===== src/rtl/core/egs_pkg.sv =====
`timescale 1ns / 1ps
`default_nettype none
// ----------------------------------------------------------------------------
// egs_pkg
// shared types and constants of the emboss gray stream unit
// ----------------------------------------------------------------------------
package egs_pkg;

   localparam int DEFAULT_MAX_WIDTH = 1024;

   localparam int PIXEL_W      = 32;
   localparam int RGB_W        = 24;
   localparam int CHAN_W       = 8;
   localparam int WIDTH_REG_W  = 11;
   localparam int HEIGHT_REG_W = 13;
   localparam int ROW_W        = 12;

   localparam int CSR_ADDR_W   = 3;
   localparam int CSR_DATA_W   = 32;

   localparam logic [WIDTH_REG_W-1:0]  WIDTH_RESET  = 11'd1024;
   localparam logic [HEIGHT_REG_W-1:0] HEIGHT_RESET = 13'd1;
   localparam logic [HEIGHT_REG_W-1:0] MAX_HEIGHT   = 13'd4096;

   localparam logic [CHAN_W-1:0] GRAY_MID = 8'd128;
   localparam logic [CHAN_W-1:0] GRAY_MAX = 8'hFF;

   // register index, taken from paddr bit 2
   typedef enum logic {
      REG_IMAGE_WIDTH  = 1'b0,
      REG_IMAGE_HEIGHT = 1'b1
   } reg_index_type;

   // position flags of the current item in the frame
   typedef struct packed {
      logic border;     // first row or first column
      logic row_end;    // last pixel of its row
      logic frame_end;  // last pixel of the frame
   } raster_flags_type;

endpackage : egs_pkg
`default_nettype wire


===== src/rtl/core/egs_raster_ctr.sv =====
`timescale 1ns / 1ps
`default_nettype none
// ----------------------------------------------------------------------------
// egs_raster_ctr
// column and row counters with border, end-of-row and end-of-frame flags
// ----------------------------------------------------------------------------
module egs_raster_ctr
   import egs_pkg::*;
#(
   parameter int MAX_WIDTH = DEFAULT_MAX_WIDTH
) (
   input  wire logic                         clock,
   input  wire logic                         reset,
   input  wire logic                         advance,
   input  wire logic [WIDTH_REG_W-1:0]       image_width,
   input  wire logic [HEIGHT_REG_W-1:0]      image_height,
   output logic      [$clog2(MAX_WIDTH)-1:0] column,
   output raster_flags_type                  flags
);

   localparam int CW = $clog2(MAX_WIDTH);
   localparam int LW = (CW + 1 > WIDTH_REG_W) ? CW + 1 : WIDTH_REG_W;

   logic [CW-1:0]           col_ff, col_in;
   logic [ROW_W-1:0]        row_ff, row_in;
   logic [LW-1:0]           w_ext;
   logic [CW:0]             w_sat, col_next;
   logic [HEIGHT_REG_W-1:0] h_sat, row_next;

   always_comb begin
      w_ext = LW'(image_width);
      if (image_width == '0) begin
         w_sat = (CW+1)'(1);
      end else if (w_ext > LW'(MAX_WIDTH)) begin
         w_sat = (CW+1)'(MAX_WIDTH);
      end else begin
         w_sat = w_ext[CW:0];
      end

      if (image_height == '0) begin
         h_sat = HEIGHT_REG_W'(1);
      end else if (image_height > MAX_HEIGHT) begin
         h_sat = MAX_HEIGHT;
      end else begin
         h_sat = image_height;
      end

      col_next = {1'b0, col_ff} + (CW+1)'(1);
      row_next = {1'b0, row_ff} + HEIGHT_REG_W'(1);

      // a counter at or past its bound counts as the last position
      flags.row_end   = (col_next >= w_sat);
      flags.frame_end = flags.row_end && (row_next >= h_sat);
      flags.border    = (row_ff == '0) || (col_ff == '0);

      col_in = col_ff;
      row_in = row_ff;
      if (advance) begin
         if (flags.row_end) begin
            col_in = '0;
            row_in = flags.frame_end ? '0 : row_next[ROW_W-1:0];
         end else begin
            col_in = col_next[CW-1:0];
         end
      end
   end

   always_ff @(posedge clock) begin
      if (reset) begin
         col_ff <= '0;
         row_ff <= '0;
      end else begin
         col_ff <= col_in;
         row_ff <= row_in;
      end
   end

   assign column = col_ff;

   a_col_in_range: assert property (@(posedge clock) disable iff (reset)
      (CW+1)'(col_ff) < (CW+1)'(MAX_WIDTH))
      else $error("column counter beyond line store depth");

   a_frame_wrap: assert property (@(posedge clock) disable iff (reset)
      advance && flags.frame_end |=> col_ff == '0 && row_ff == '0)
      else $error("counters did not wrap at frame end");

   a_col_step: assert property (@(posedge clock) disable iff (reset)
      advance && !flags.row_end |=> col_ff == $past(col_ff) + CW'(1)
                                    && row_ff == $past(row_ff))
      else $error("column counter did not step by one");

endmodule : egs_raster_ctr
`default_nettype wire


===== config.mk =====
export PLATFORM = sky130hd
export DESIGN_NAME = egs_raster_ctr
export DESIGN_NICKNAME = d
export VERILOG_FILES = /design/src/rtl/core/egs_pkg.sv /design/src/rtl/core/egs_raster_ctr.sv
export SDC_FILE = /design/constraint.sdc
export NUM_CORES = 1
export LEC_CHECK = 0
export BUFFER_PORTS_ARGS = -buffer_cell sky130_fd_sc_hd__buf_2
export CAP_MARGIN = 10
export CORE_ASPECT_RATIO = 1.1
export CORE_MARGIN = 2
export CORE_UTILIZATION = 51
export CTS_CLUSTER_DIAMETER = 50
export DETAILED_ROUTE_END_ITERATION = 8
export PLACE_DENSITY = 0.85
export REMOVE_ABC_BUFFERS = 1
export SLEW_MARGIN = 20
export SYNTH_ARGS = -nofsm -noshare
export SYNTH_HDL_FRONTEND = slang
export SYNTH_SLANG_ARGS = --single-unit

===== constraint.sdc =====
create_clock -name clock -period 2.9 [get_ports clock]
set_clock_uncertainty 0.05 [all_clocks]
set_input_delay 0.145 -clock clock [delete_from_list [all_inputs] [get_ports clock]]
set_output_delay 0.145 -clock clock [all_outputs]
set_load 0.005 [all_outputs]

==> summary.md <==
| Metric | Value |
|---|---|
| Cells after Synth | 281 |
| Port bufs | 39 |
| Die width | 65.7 um |
| CP Data Required Time | 2.71 ns |
| Remaining DRCs | 0 |
| Critical path class | flop to output port |
| Cts bufs inserted | 3 |
| Max Fclk | 344 MHz |
| Design Area, Final | 2720 um^2 |
| DP Wirelength | 3960 um |
| Initial Utilization | 53.4% |
| Total chip power | 0.732 mW |
| Vias in the first global route | 2060 |
| WP data arrival | 2.71 ns |
| Clk buf depth | 2 |
| CTS Hold Buffers Added | 0 |
| Count leader, synth | nand2_1 |
| Period minus WS final | 2.91 ns |
| Post-Syn Area | 2130 um^2 |
| Max cap viols | 0 |
| Clock root cell | clkbuf_8 |
| CTS tree | built |
| EDFF count, synth | 0 |
| Yosys warning count | 0 |
| Least-Margin Pin Slew | 0.396 ns |
| Slowest Stage Delay on Critical Path | 0.33 ns |
| DP Worst Slack | -0.116 ns |
| Largest net degree at the start of global routing | 25 |
| Core box area | 3990 um^2 |
| Worst setup path startpoint | row_ff[0] |
| Leak | 1.27 nW |
| Pint | 0.519 mW |
| Cell taking the most area after synthesis | dfxtp_1 |
| Gate power share | 26.3% |
| Yosys cell types | 47 |
| Worst-path clk slew | 0.08 ns |
| Status | finished with violations |
| Synthesized area per cell | 7.59 um^2 |
| Register area | 453 um^2 |
| Area of the multi-input gates | 1670 um^2 |
| GR Overflow Total | 0 |
| Synth top area share | 20.6% |
| Ys async rst share | 0% |
| Synthesis-to-finish area growth | 27.7% |
| Peak VDD IR | 0.162 mV |
| Worst setup SP type | flop |
| RSZ-0062 raised after global routing | yes |
| Finish-stage setup viols | 1 |
| TNS Setup | -0.00733 ns |
| Sw power | 0.213 mW |
| Remaining antenna violation count | 0 |
| Seq pwr share | 43.4% |
| RD Place Congestion | 0.830 |
| Clock power share | 30.3% |
| Power per cell area | 269 nW/um^2 |
| Die area | 4720 um^2 |
| Period utilisation layout | 100% |
| Hold slack final | 0.209 ns |
| Hold_sp | advance |
| First-pass GRT wire length | 8560 um |
| Htree depth | 1 |
| Ports | 40 |
| Tightest slew margin relative to the limit | 73.6% |
| Slew Viols, Final | 0 |
| Crit Reg-Reg Startpoint | row_ff[0] |
| Failing checks | setup timing |
| Total track usage | 22.8% |
| Number of DRC markers in iteration 0 | 147 |
| Filler instances | 324 |
| Min-Delay Path Class | input pin to flop |
| DR WL/cell | 14.3 um |
| Worst path slowest cell | dfxtp_2 |
| Synth cell count leaders | 32 x nand2_1, 28 x ha_1, 26 x nand3_1 |
| Die Y | 71.8 um |
| Share of cells above drive strength 1 | 32.0% |
| Routed wire length | 5590 um |
| Dpl cell area | 2450 um^2 |
| Critical path endpoint category | output port |
| Switching fraction of total power | 29.1% |
| CP dominant cell by count | nand4_1 |
| Register area share after synthesis | 20.6% |
| Synth top area cells | dfxtp_1 21%, ha_1 16%, nand3_1 6.1% |
| Clk sinks | 22 |
| Final hold vios | 0 |
| Layout Nets | 394 |
| Worst path cell trace | buf_4 > nand4_1 > or2_4 > nor2_2 > xor2_2 > ha_1 > nand4_1 > o311ai_4 > a21boi_4 > nor2_1 > buf_2 |
| Clk_lat worst skew | 0.27 ns |
| N_diodes | 0 |
| Seq cells post-synth | 22 |
| Site Rows | 24 |
| Vias/cell | 5.65 |
| Critical-path maximum fanout | 5 |
| Vias | 2204 |
| DR pass1 iterations | 4 |
| Final worst slack | -0.00733 ns |
| Initial antenna violation count | 0 |
| Post-synth top flop | dfxtp_1 |
power by group through the flow:
stage	Clock [mW]	Sequential (mW)	Combinational, mW
after CTS	0.225	0.318	0.176
final	0.222	0.318	0.193
after detailed placement	0	0.325	0.166
after global placement	0	0.325	0.159
after global routing	0.235	0.319	0.214
after floorplan	0	0.325	0.100
worst max-delay path: cells and delay by family (launching register included):
kind                     cells  cell delay, ns
buffers and inverters        2            0.24
AO/OA/AOI/OAI                2            0.43
adder cells (fa/ha/maj)      1            0.31
AND/OR/NAND/NOR              5            1.00
flip-flops                   1            0.33
XOR/XNOR                     1            0.11
cell families (layout without fill, tap and decap cells):
| logic type | Yosys count | count (layout) | share of synthesized area (%) |
|---|---|---|---|
| and+or+nand+nor | 132 | 132 | 32.7 |
| AOI/OAI and AO/OA | 50 | 50 | 15.7 |
| buffers and inverters | 30 | 87 | 6.28 |
| adders and majority gates | 28 | 28 | 16.4 |
| DFF | 22 | 22 | 20.6 |
| xor gates and xnor gates | 18 | 18 | 7.74 |
| muxes | 1 | 1 | 0.528 |
per-stage QoR:
stage	instances	util (%)
after floorplan	265	-
after global placement	374	61.3
after detailed placement	374	61.3
after CTS	382	64.0
after global routing	390	68.2
final	390	68.2
cell usage in the layout (no fill, tap or decap), drive strengths merged:
| cell type | count |
|---|---|
| a21oi | 24 |
| and3 | 4 |
| a21boi | 5 |
| nand3b | 3 |
| nor4 | 7 |
| nand2b | 16 |
| xnor2 | 8 |
| a31oi | 5 |
| mux2 | 1 |
| a211oi | 1 |
| a221oi | 1 |
| nand2 | 32 |
| dfxtp | 22 |
| o41ai | 1 |
| o311ai | 1 |
| and2 | 1 |
| nor4b | 1 |
| o21ai | 3 |
| ha | 28 |
| inv | 13 |
| a2bb2oi | 3 |
| a21o | 3 |
| clkbuf | 4 |
| xor2 | 10 |
| clkinv | 1 |
| or3 | 1 |
| nor2b | 1 |
| or2 | 3 |
| nand4b | 1 |
| buf | 69 |
| o21ba | 3 |
| nor3 | 8 |
| nor2 | 16 |
| nor3b | 2 |
| nand3 | 27 |
| nand4 | 9 |
layout make-up:
class                   count  share of cell area (%)
multi-input cells         229                    61.5
flip-flops and latches     22                    16.6
repair buffers             69                    15.6
well taps                  52                    2.39
clock buffers               4                    2.02
inverters                  14                    1.93
path summary, 6_finish.rpt:
| path | to | slack (ns) | cells after the start |
|---|---|---|---|
| setup / recovery | flags[0] | -0.007 | 11 |
| hold / removal | column[1] | 0.21 | 3 |
| setup reg to reg | row_ff[2] | 0.09 | 13 |
| hold reg to reg | column[1] | 0.48 | 2 |
per-layer routing:
| metal | track usage (%) | wire (um) | vias to the layer above |
|---|---|---|---|
| met5 | 0 | 0 | - |
| met1 | 25.4 | 2280 | 1007 |
| met4 | 11.1 | 146 | 0 |
| li1 | - | - | 1114 |
| met3 | 2.20 | 255 | 11 |
| met2 | 42.4 | 2910 | 72 |
sequential cells by signal (all words and copies together), names as in the netlist:
register	flops
row_ff	12
column	10
timing repair:
item                                    in CTS  in global routing
gates cloned                                 0                  1
pin swaps                                    1                 10
setup buffers                                4                  7
resized for setup                            8                 28
endpoints found under the setup margin      18                 15
Note: power is estimated with default switching activity, not from simulation.
