File: config.mk
export PLATFORM = sky130hd
export DESIGN_NAME = egs_gray_calc
export DESIGN_NICKNAME = d
export VERILOG_FILES = /design/src/rtl/core/egs_pkg.sv /design/src/rtl/core/egs_gray_calc.sv
export SDC_FILE = /design/constraint.sdc
export NUM_CORES = 1
export LEC_CHECK = 0
export ABC_CLOCK_PERIOD_IN_PS = 17500
export BUFFER_PORTS_ARGS = -buffer_cell sky130_fd_sc_hd__buf_4
export CORE_MARGIN = 2
export CORE_UTILIZATION = 40
export DETAILED_ROUTE_END_ITERATION = 16
export PLACE_DENSITY = 0.65
export SYNTH_ARGS = -nofsm -noshare
export SYNTH_HDL_FRONTEND = slang
export SYNTH_SLANG_ARGS = --single-unit
export TNS_END_PERCENT = 20
File: constraint.sdc
create_clock -name vclk -period 17.5
set_input_delay 2.625 -clock vclk [all_inputs]
set_output_delay 2.625 -clock vclk [all_outputs]
set_load 0.1 [all_outputs]
File: src/rtl/core/egs_pkg.sv
`timescale 1ns / 1ps
`default_nettype none
// ----------------------------------------------------------------------------
// egs_pkg
// shared types and constants of the emboss gray stream unit
// ----------------------------------------------------------------------------
package egs_pkg;

   localparam int DEFAULT_MAX_WIDTH = 1024;

   localparam int PIXEL_W      = 32;
   localparam int RGB_W        = 24;
   localparam int CHAN_W       = 8;
   localparam int WIDTH_REG_W  = 11;
   localparam int HEIGHT_REG_W = 13;
   localparam int ROW_W        = 12;

   localparam int CSR_ADDR_W   = 3;
   localparam int CSR_DATA_W   = 32;

   localparam logic [WIDTH_REG_W-1:0]  WIDTH_RESET  = 11'd1024;
   localparam logic [HEIGHT_REG_W-1:0] HEIGHT_RESET = 13'd1;
   localparam logic [HEIGHT_REG_W-1:0] MAX_HEIGHT   = 13'd4096;

   localparam logic [CHAN_W-1:0] GRAY_MID = 8'd128;
   localparam logic [CHAN_W-1:0] GRAY_MAX = 8'hFF;

   // register index, taken from paddr bit 2
   typedef enum logic {
      REG_IMAGE_WIDTH  = 1'b0,
      REG_IMAGE_HEIGHT = 1'b1
   } reg_index_type;

   // position flags of the current item in the frame
   typedef struct packed {
      logic border;     // first row or first column
      logic row_end;    // last pixel of its row
      logic frame_end;  // last pixel of the frame
   } raster_flags_type;

endpackage : egs_pkg
`default_nettype wire

File: src/rtl/core/egs_gray_calc.sv
`timescale 1ns / 1ps
`default_nettype none
// ----------------------------------------------------------------------------
// egs_gray_calc
// largest-magnitude channel difference, offset by 128 and clamped; 128 on border
// ----------------------------------------------------------------------------
module egs_gray_calc
   import egs_pkg::*;
(
   input  wire logic [RGB_W-1:0]  neighbour_rgb,
   input  wire logic [RGB_W-1:0]  pixel_rgb,
   input  wire logic              border,
   output logic      [CHAN_W-1:0] gray
);

   logic signed [CHAN_W:0]   dr, dg, db, diff;
   logic        [CHAN_W-1:0] mr, mg, mb;
   logic signed [CHAN_W+1:0] sum;

   function automatic logic [CHAN_W-1:0] mag_of(input logic signed [CHAN_W:0] d);
      logic signed [CHAN_W:0] n;
      begin
         n = -d;
         mag_of = d[CHAN_W] ? n[CHAN_W-1:0] : d[CHAN_W-1:0];
      end
   endfunction

   always_comb begin
      dr = $signed({1'b0, neighbour_rgb[23:16]}) - $signed({1'b0, pixel_rgb[23:16]});
      dg = $signed({1'b0, neighbour_rgb[15:8]})  - $signed({1'b0, pixel_rgb[15:8]});
      db = $signed({1'b0, neighbour_rgb[7:0]})   - $signed({1'b0, pixel_rgb[7:0]});
      mr = mag_of(dr);
      mg = mag_of(dg);
      mb = mag_of(db);
      // red wins ties, then green
      if (mr >= mg && mr >= mb) begin
         diff = dr;
      end else if (mg >= mb) begin
         diff = dg;
      end else begin
         diff = db;
      end
      sum = $signed({2'b00, GRAY_MID}) + {diff[CHAN_W], diff};
      if (border) begin
         gray = GRAY_MID;
      end else if (sum[CHAN_W+1]) begin
         gray = '0;
      end else if (sum[CHAN_W]) begin
         gray = GRAY_MAX;
      end else begin
         gray = sum[CHAN_W-1:0];
      end
   end

endmodule : egs_gray_calc
`default_nettype wire

==> flow_metrics.env, run 1 <==
export IMPL_dr_pass1_iters=4
export IMPL_antennaDiodeCount=0
export IMPL_grt_setup_unrepaired="false"
export IMPL_syn2layout_area_growth_pct=20.7
export IMPL_postCtsHoldBufs=0
export IMPL_synth_area_mm2=0.00240
export IMPL_yosysWarnings=0
export IMPL_sw_frac_of_total_pct=66.0
export IMPL_pwr_share_comb_pct=100.0
export IMPL_drt_total_wl_mm=5.92
export IMPL_row_count=28
export IMPL_p_int_w=0.000127
export IMPL_slew_headroom_pct=40.1
export IMPL_avgSynthCellArea_um2=7.56
export IMPL_syn_num_nets=417
export IMPL_placed_area_mm2=0.00289
export IMPL_dr_total_vias=2424
export IMPL_finalCriticalPeriod_ps=10910
export IMPL_place_gp_congestion=0.845
export IMPL_die_x_um=81.4
export IMPL_hold_path_class="in -> out"
export IMPL_cp_common_cell="ha_1"
export IMPL_p_seq_share_pct=0
export IMPL_cp_max_fo=9
export IMPL_p_leak_nw=1.46
export IMPL_criticalPathCategory="in -> out"
export IMPL_dpl_hpwl_mm=5.21
export IMPL_crit_path_end="gray[4]"
export IMPL_synthTopCellsByCount="ha_1 (48), inv_1 (44), nor2_1 (34)"
export IMPL_yosysMostFrequentCell="ha_1"
export IMPL_end_kind="output port"
export IMPL_post_drt_wl_per_cell_um=13.3
export IMPL_power_switching_w=0.000247
export IMPL_crit_chain="buf_4 > inv_1 > ha_1 > inv_1 > fa_1 > a211oi_1 > o21ai_0 > a211oi_1 > nor2_1 > nor2b_1 > xor2_1 > ha_1 > a21oi_1 > o21ai_0 > nand3_1 > nand2_1 > maj3_2 > maj3_2 > mux2_4 > a21oi_1 > ha_1 > a21boi_2 > a221oi_1 > buf_4"
export IMPL_nClkBuffers=0
export IMPL_final_max_slew_viol_count=0
export IMPL_syn_inst=317
export IMPL_ctsResizeCount=0
export IMPL_clkPwrFrac_pct=0
export IMPL_seq_cell_count=0
export IMPL_hold_violations=0
export IMPL_synth_top_area_cell="ha_1"
export IMPL_grt_max_degree=10
export IMPL_synth_top_cell_area_share_pct=25.1
export IMPL_status="completed"
export IMPL_total_power_w=0.000374
export IMPL_power_density_mw_per_mm2=129
export IMPL_postLayoutCellArea_mm2=0.00289
export IMPL_viasPerCell=5.43
export IMPL_maxCapViolCount=0
export IMPL_grtUsageTotal_pct=18.3
export IMPL_ys_seq_area_share_pct=0
export IMPL_worst_pin_slew_ps=887
export IMPL_fin_nets=473
export IMPL_start_util_pct=41.0
export IMPL_crit_start="neighbour_rgb[8]"
export IMPL_critPathSlowestCell="fa_1"
export IMPL_die_area_mm2=0.00663
export IMPL_crit_path_max_incr_delay_ps=440
export IMPL_antenna_left=0
export IMPL_finalSetupViolCount=0
export IMPL_grt_pass1_vias=2284
export IMPL_synth_area_leaders="ha_1 (25%), inv_1 (6.9%), xnor2_1 (5.8%)"
export IMPL_drc=0
export IMPL_max_freq_mhz=91.6
export IMPL_die_height_um=81.4
export IMPL_peakVddDrop_mv=0.221
export IMPL_required_ps=14880
export IMPL_final_layout_size_suffix_gt1_share_pct=21.6
export IMPL_setup_tns_ps=0
export IMPL_critPathArrivalTime_ps=8290
export IMPL_critPathLaunchType="input port"
export IMPL_portBuffers=57
export IMPL_io_pins=57
export IMPL_drtIter0Drc=96
export IMPL_ys_types=53
export IMPL_overflow=0
export IMPL_core_area_mm2=0.00585
export IMPL_post_route_period_util_pct=62.4
export IMPL_seq_area_um2=0
export IMPL_post_cts_buffers=0
export IMPL_grt_pass1_wl_mm=9.98
export IMPL_antenna_found_initial=0
[power groups by stage]
| stage | sequential, W | combinational (W) | clock [W] |
|---|---|---|---|
| floorplan | 0 | 0.000302 | 0 |
| global placement | 0 | 0.000366 | 0 |
| detailed placement | 0 | 0.000372 | 0 |
| CTS | 0 | 0.000373 | 0 |
| global route | 0 | 0.000405 | 0 |
| finish | 0 | 0.000374 | 0 |
[layout make-up]
class	count	area, µm²
fillers	589	2960
repair buffers	57	428
inverters	44	165
multi-input cells	270	2200
well taps	75	93.8
[layer usage]
layer  global-route usage (%)  up-vias  share of wire, %
li1                         -     1256                 -
met3                    0.333        4               4.8
met4                     1.69        0               1.1
met1                     24.5     1106                47
met2                     33.6       58                47
met5                        0        -                 0
[per-stage QoR]
| stage | hold slack, ps | instances | utilization [%] | setup WS, ps |
|---|---|---|---|---|
| floorplan | 5780 | 317 | - | 5740 |
| global placement | 5720 | 446 | 49.4 | 6740 |
| detailed placement | 5710 | 446 | 49.4 | 6670 |
| CTS | 5710 | 446 | 49.4 | 6640 |
| global route | 5720 | 446 | 49.4 | 6190 |
| finish | 5700 | 446 | 49.4 | 6590 |
[cells by family (layout without fill, tap and decap cells)]
group	Yosys count	count (layout)	share of synthesized area, %
AO/OA/AOI/OAI	82	82	25.6
XOR/XNOR	31	31	11.3
adder cells (fa/ha/maj)	55	55	29.4
buffers and inverters	47	101	7.99
multiplexers	16	16	7.31
AND/OR/NAND/NOR	86	86	18.4
[worst min path at each step]
stage | start | endpoint | slack, ps | cells past startpoint
finish | border | gray[7] | 5700 | 3
detailed placement | border | gray[7] | 5710 | 3
global route | border | gray[7] | 5720 | 3
CTS | border | gray[7] | 5710 | 3
global placement | border | gray[7] | 5720 | 3
floorplan | border | gray[6] | 5780 | 3
[cells in the final DEF (no fill, tap or decap), drive strengths merged, types with 7 or more instances in the layout]
cell,Yosys,final
buf,2,57
ha,48,48
inv,44,44
nor2,34,34
xnor2,16,16
o21ai,16,16
xor2,15,15
a21oi,14,14
mux2i,10,10
a211oi,9,9
nor2b,8,8
nand2,8,8
a21o,8,8
nand2b,7,7
nand3,7,7
[critical path, delay by kind of cell]
| kind | cells | cell delay [ps] |
|---|---|---|
| fa+ha+maj | 6 | 1900 |
| simple gates | 4 | 550 |
| xor+xnor | 1 | 230 |
| buf+inv | 4 | 570 |
| mux | 1 | 370 |
| compound gates | 8 | 2030 |
Note: power is estimated with default switching activity, not from simulation.
==> run 2, diff against run 1 <==
--- a/config.mk
+++ b/config.mk
@@ -5,12 +5,13 @@
 export SDC_FILE = /design/constraint.sdc
 export NUM_CORES = 1
 export LEC_CHECK = 0
-export ABC_CLOCK_PERIOD_IN_PS = 17500
+export ABC_AREA = 1
+export ABC_CLOCK_PERIOD_IN_PS = 10020
 export BUFFER_PORTS_ARGS = -buffer_cell sky130_fd_sc_hd__buf_4
 export CORE_MARGIN = 2
 export CORE_UTILIZATION = 40
 export DETAILED_ROUTE_END_ITERATION = 16
-export PLACE_DENSITY = 0.65
+export PLACE_DENSITY = 0.67
 export SYNTH_ARGS = -nofsm -noshare
 export SYNTH_HDL_FRONTEND = slang
 export SYNTH_SLANG_ARGS = --single-unit
==> constraint.sdc (replaced) <==
create_clock -name vclk -period 10.02
set_input_delay 1.503 -clock vclk [all_inputs]
set_output_delay 1.503 -clock vclk [all_outputs]
set_load 0.1 [all_outputs]
==> flow_metrics.env, run 2 <==
export IMPL_final_common_cell="nand2_1"
export IMPL_nClkBuffers=0
export IMPL_peakVddDrop_mv=0.292
export IMPL_grt_max_degree=11
export IMPL_grtUsageTotal_pct=17.5
export IMPL_fillers=715
export IMPL_viasPerCell=4.84
export IMPL_placed_area_mm2=0.00323
export IMPL_row_count=29
export IMPL_slew_headroom_pct=69.0
export IMPL_drtIter0Drc=103
export IMPL_status="completed"
export IMPL_die_height_um=86.3
export IMPL_post_drt_wl_per_cell_um=10.6
export IMPL_finalCriticalPeriod_ps=7540
export IMPL_worst_pin_slew_ps=460
export IMPL_end_kind="output port"
export IMPL_setup_slack_ps=2480
export IMPL_final_layout_size_suffix_gt1_share_pct=16.6
export IMPL_dr_total_vias=2990
export IMPL_synth_top_cell_area_share_pct=22.2
export IMPL_seq_cell_count=0
export IMPL_final_max_slew_viol_count=0
export IMPL_place_gp_congestion=0.848
export IMPL_setup_tns_ps=0
export IMPL_cp_max_fo=10
export IMPL_core_area_mm2=0.00646
export IMPL_postLayoutCellArea_mm2=0.00323
export IMPL_syn_inst=485
export IMPL_power_density_mw_per_mm2=215
export IMPL_grt_pass1_vias=2707
export IMPL_drt_total_wl_mm=6.56
export IMPL_synthTopCellsByCount="nand2_1 (145), inv_1 (111), nand3_1 (50)"
export IMPL_grt_pass1_wl_mm=11.2
export IMPL_antennaDiodeCount=0
export IMPL_yosysWarnings=0
export IMPL_ctsResizeCount=0
export IMPL_antenna_left=0
export IMPL_ys_seq_area_share_pct=0
export IMPL_start_util_pct=41.9
export IMPL_synth_area_mm2=0.00271
export IMPL_portBuffers=57
export IMPL_post_cts_buffers=0
export IMPL_crit_path_max_incr_delay_ps=400
export IMPL_final_cell_mix="nand2_1 (145), inv_1 (111), buf_4 (57), nand3_1 (50), ha_1 (48)"
export IMPL_fin_nets=643
export IMPL_critPathArrivalTime_ps=6040
export IMPL_syn2layout_area_growth_pct=19.2
export IMPL_io_pins=57
export IMPL_die_area_mm2=0.00744
export IMPL_post_route_period_util_pct=75.3
export IMPL_finalSetupViolCount=0
export IMPL_yosysMostFrequentCell="nand2_1"
export IMPL_total_power_w=0.000695
export IMPL_overflow=0
export IMPL_grt_setup_unrepaired="false"
export IMPL_place_inst=618
export IMPL_synth_area_leaders="ha_1 (22%), nand2_1 (20%), inv_1 (15%)"
export IMPL_die_x_um=86.3
export IMPL_final_cells=618
export IMPL_critPathLaunchType="input port"
export IMPL_max_freq_mhz=133
export IMPL_postCtsHoldBufs=0
export IMPL_required_ps=8520
export IMPL_criticalPathCategory="in -> out"
export IMPL_place_ws_ps=2490
export IMPL_hold_path_class="in -> out"
export IMPL_dpl_hpwl_mm=5.93
export IMPL_maxCapViolCount=0
export IMPL_drc=0
export IMPL_critPathSlowestCell="o21ai_0"
export IMPL_ys_types=27
export IMPL_syn_num_nets=585
export IMPL_antenna_found_initial=0
export IMPL_p_leak_nw=2.05
export IMPL_hold_violations=0
export IMPL_synth_top_area_cell="ha_1"
export IMPL_dr_pass1_iters=4
export IMPL_avgSynthCellArea_um2=5.58
export IMPL_seq_area_um2=0
export IMPL_cp_common_cell="nand2_1"
[run 2: changes by cell type after synthesis, moves of 8 or more]
cell / before / now
nor2_1: 34 / 22
mux2i_1: 10 / 0
xnor2_1: 16 / 0
nand2_2: 0 / 13
o21ai_0: 15 / 7
nor2b_1: 8 / 0
a211oi_1: 8 / 0
nand2_1: 8 / 145
a21oi_1: 14 / 27
inv_1: 44 / 111
nand3_1: 7 / 50
[run 2: cell type report]
cell class / instances / area [µm²] / area share [%]
inverter: 114 / 428 / 13.3
multi-input combinational: 370 / 2280 / 70.5
tap: 77 / 96.3 / 2.98
timing repair buffer: 57 / 428 / 13.3
[run 2: logic make-up (layout without fill, tap and decap cells)]
| kind of cell | count (synthesis) | after routing | share of synthesized area, % |
|---|---|---|---|
| AND/OR/NAND/NOR | 261 | 261 | 44.7 |
| AO/OA/AOI/OAI | 43 | 43 | 9.80 |
| XOR/XNOR | 15 | 15 | 5.13 |
| buffers and inverters | 115 | 171 | 15.9 |
| adder cells (fa/ha/maj) | 51 | 51 | 24.4 |
[run 2: final timing paths]
check	cells after the start	startpoint	endpoint	slack [ps]
worst max-delay path	34	neighbour_rgb[8]	gray[5]	2480
worst min-delay path	3	border	gray[7]	3470
[run 2: critical path: cells and delay by family]
kind            cells  cell delay [ps]
simple gates       20             1970
buf+inv             6              750
fa+ha+maj           4             1000
compound gates      4              800
[run 2: through the flow]
| stage | hold WS, ps | util, % |
|---|---|---|
| 2_1_floorplan | 3690 | - |
| 3_3_place_gp | 3470 | 50.0 |
| 3_5_place_dp | 3470 | 50.0 |
| 4_1_cts | 3480 | 50.0 |
| 5_1_grt | 3490 | 50.0 |
| 6_report | 3470 | 50.0 |
[run 2: power by group]
| group | internal [W] | switching, W | total [W] |
|---|---|---|---|
| sequential | 0 | 0 | 0 |
| combinational | 0.000204 | 0.000491 | 0.000695 |
| clock | 0 | 0 | 0 |
[run 2: layer usage]
metal / GRT usage, % / wire length (µm)
met1: 25.1 / 3230
met2: 30.2 / 3060
met3: 0.286 / 191
met4: 1.99 / 73
met5: 0 / 0
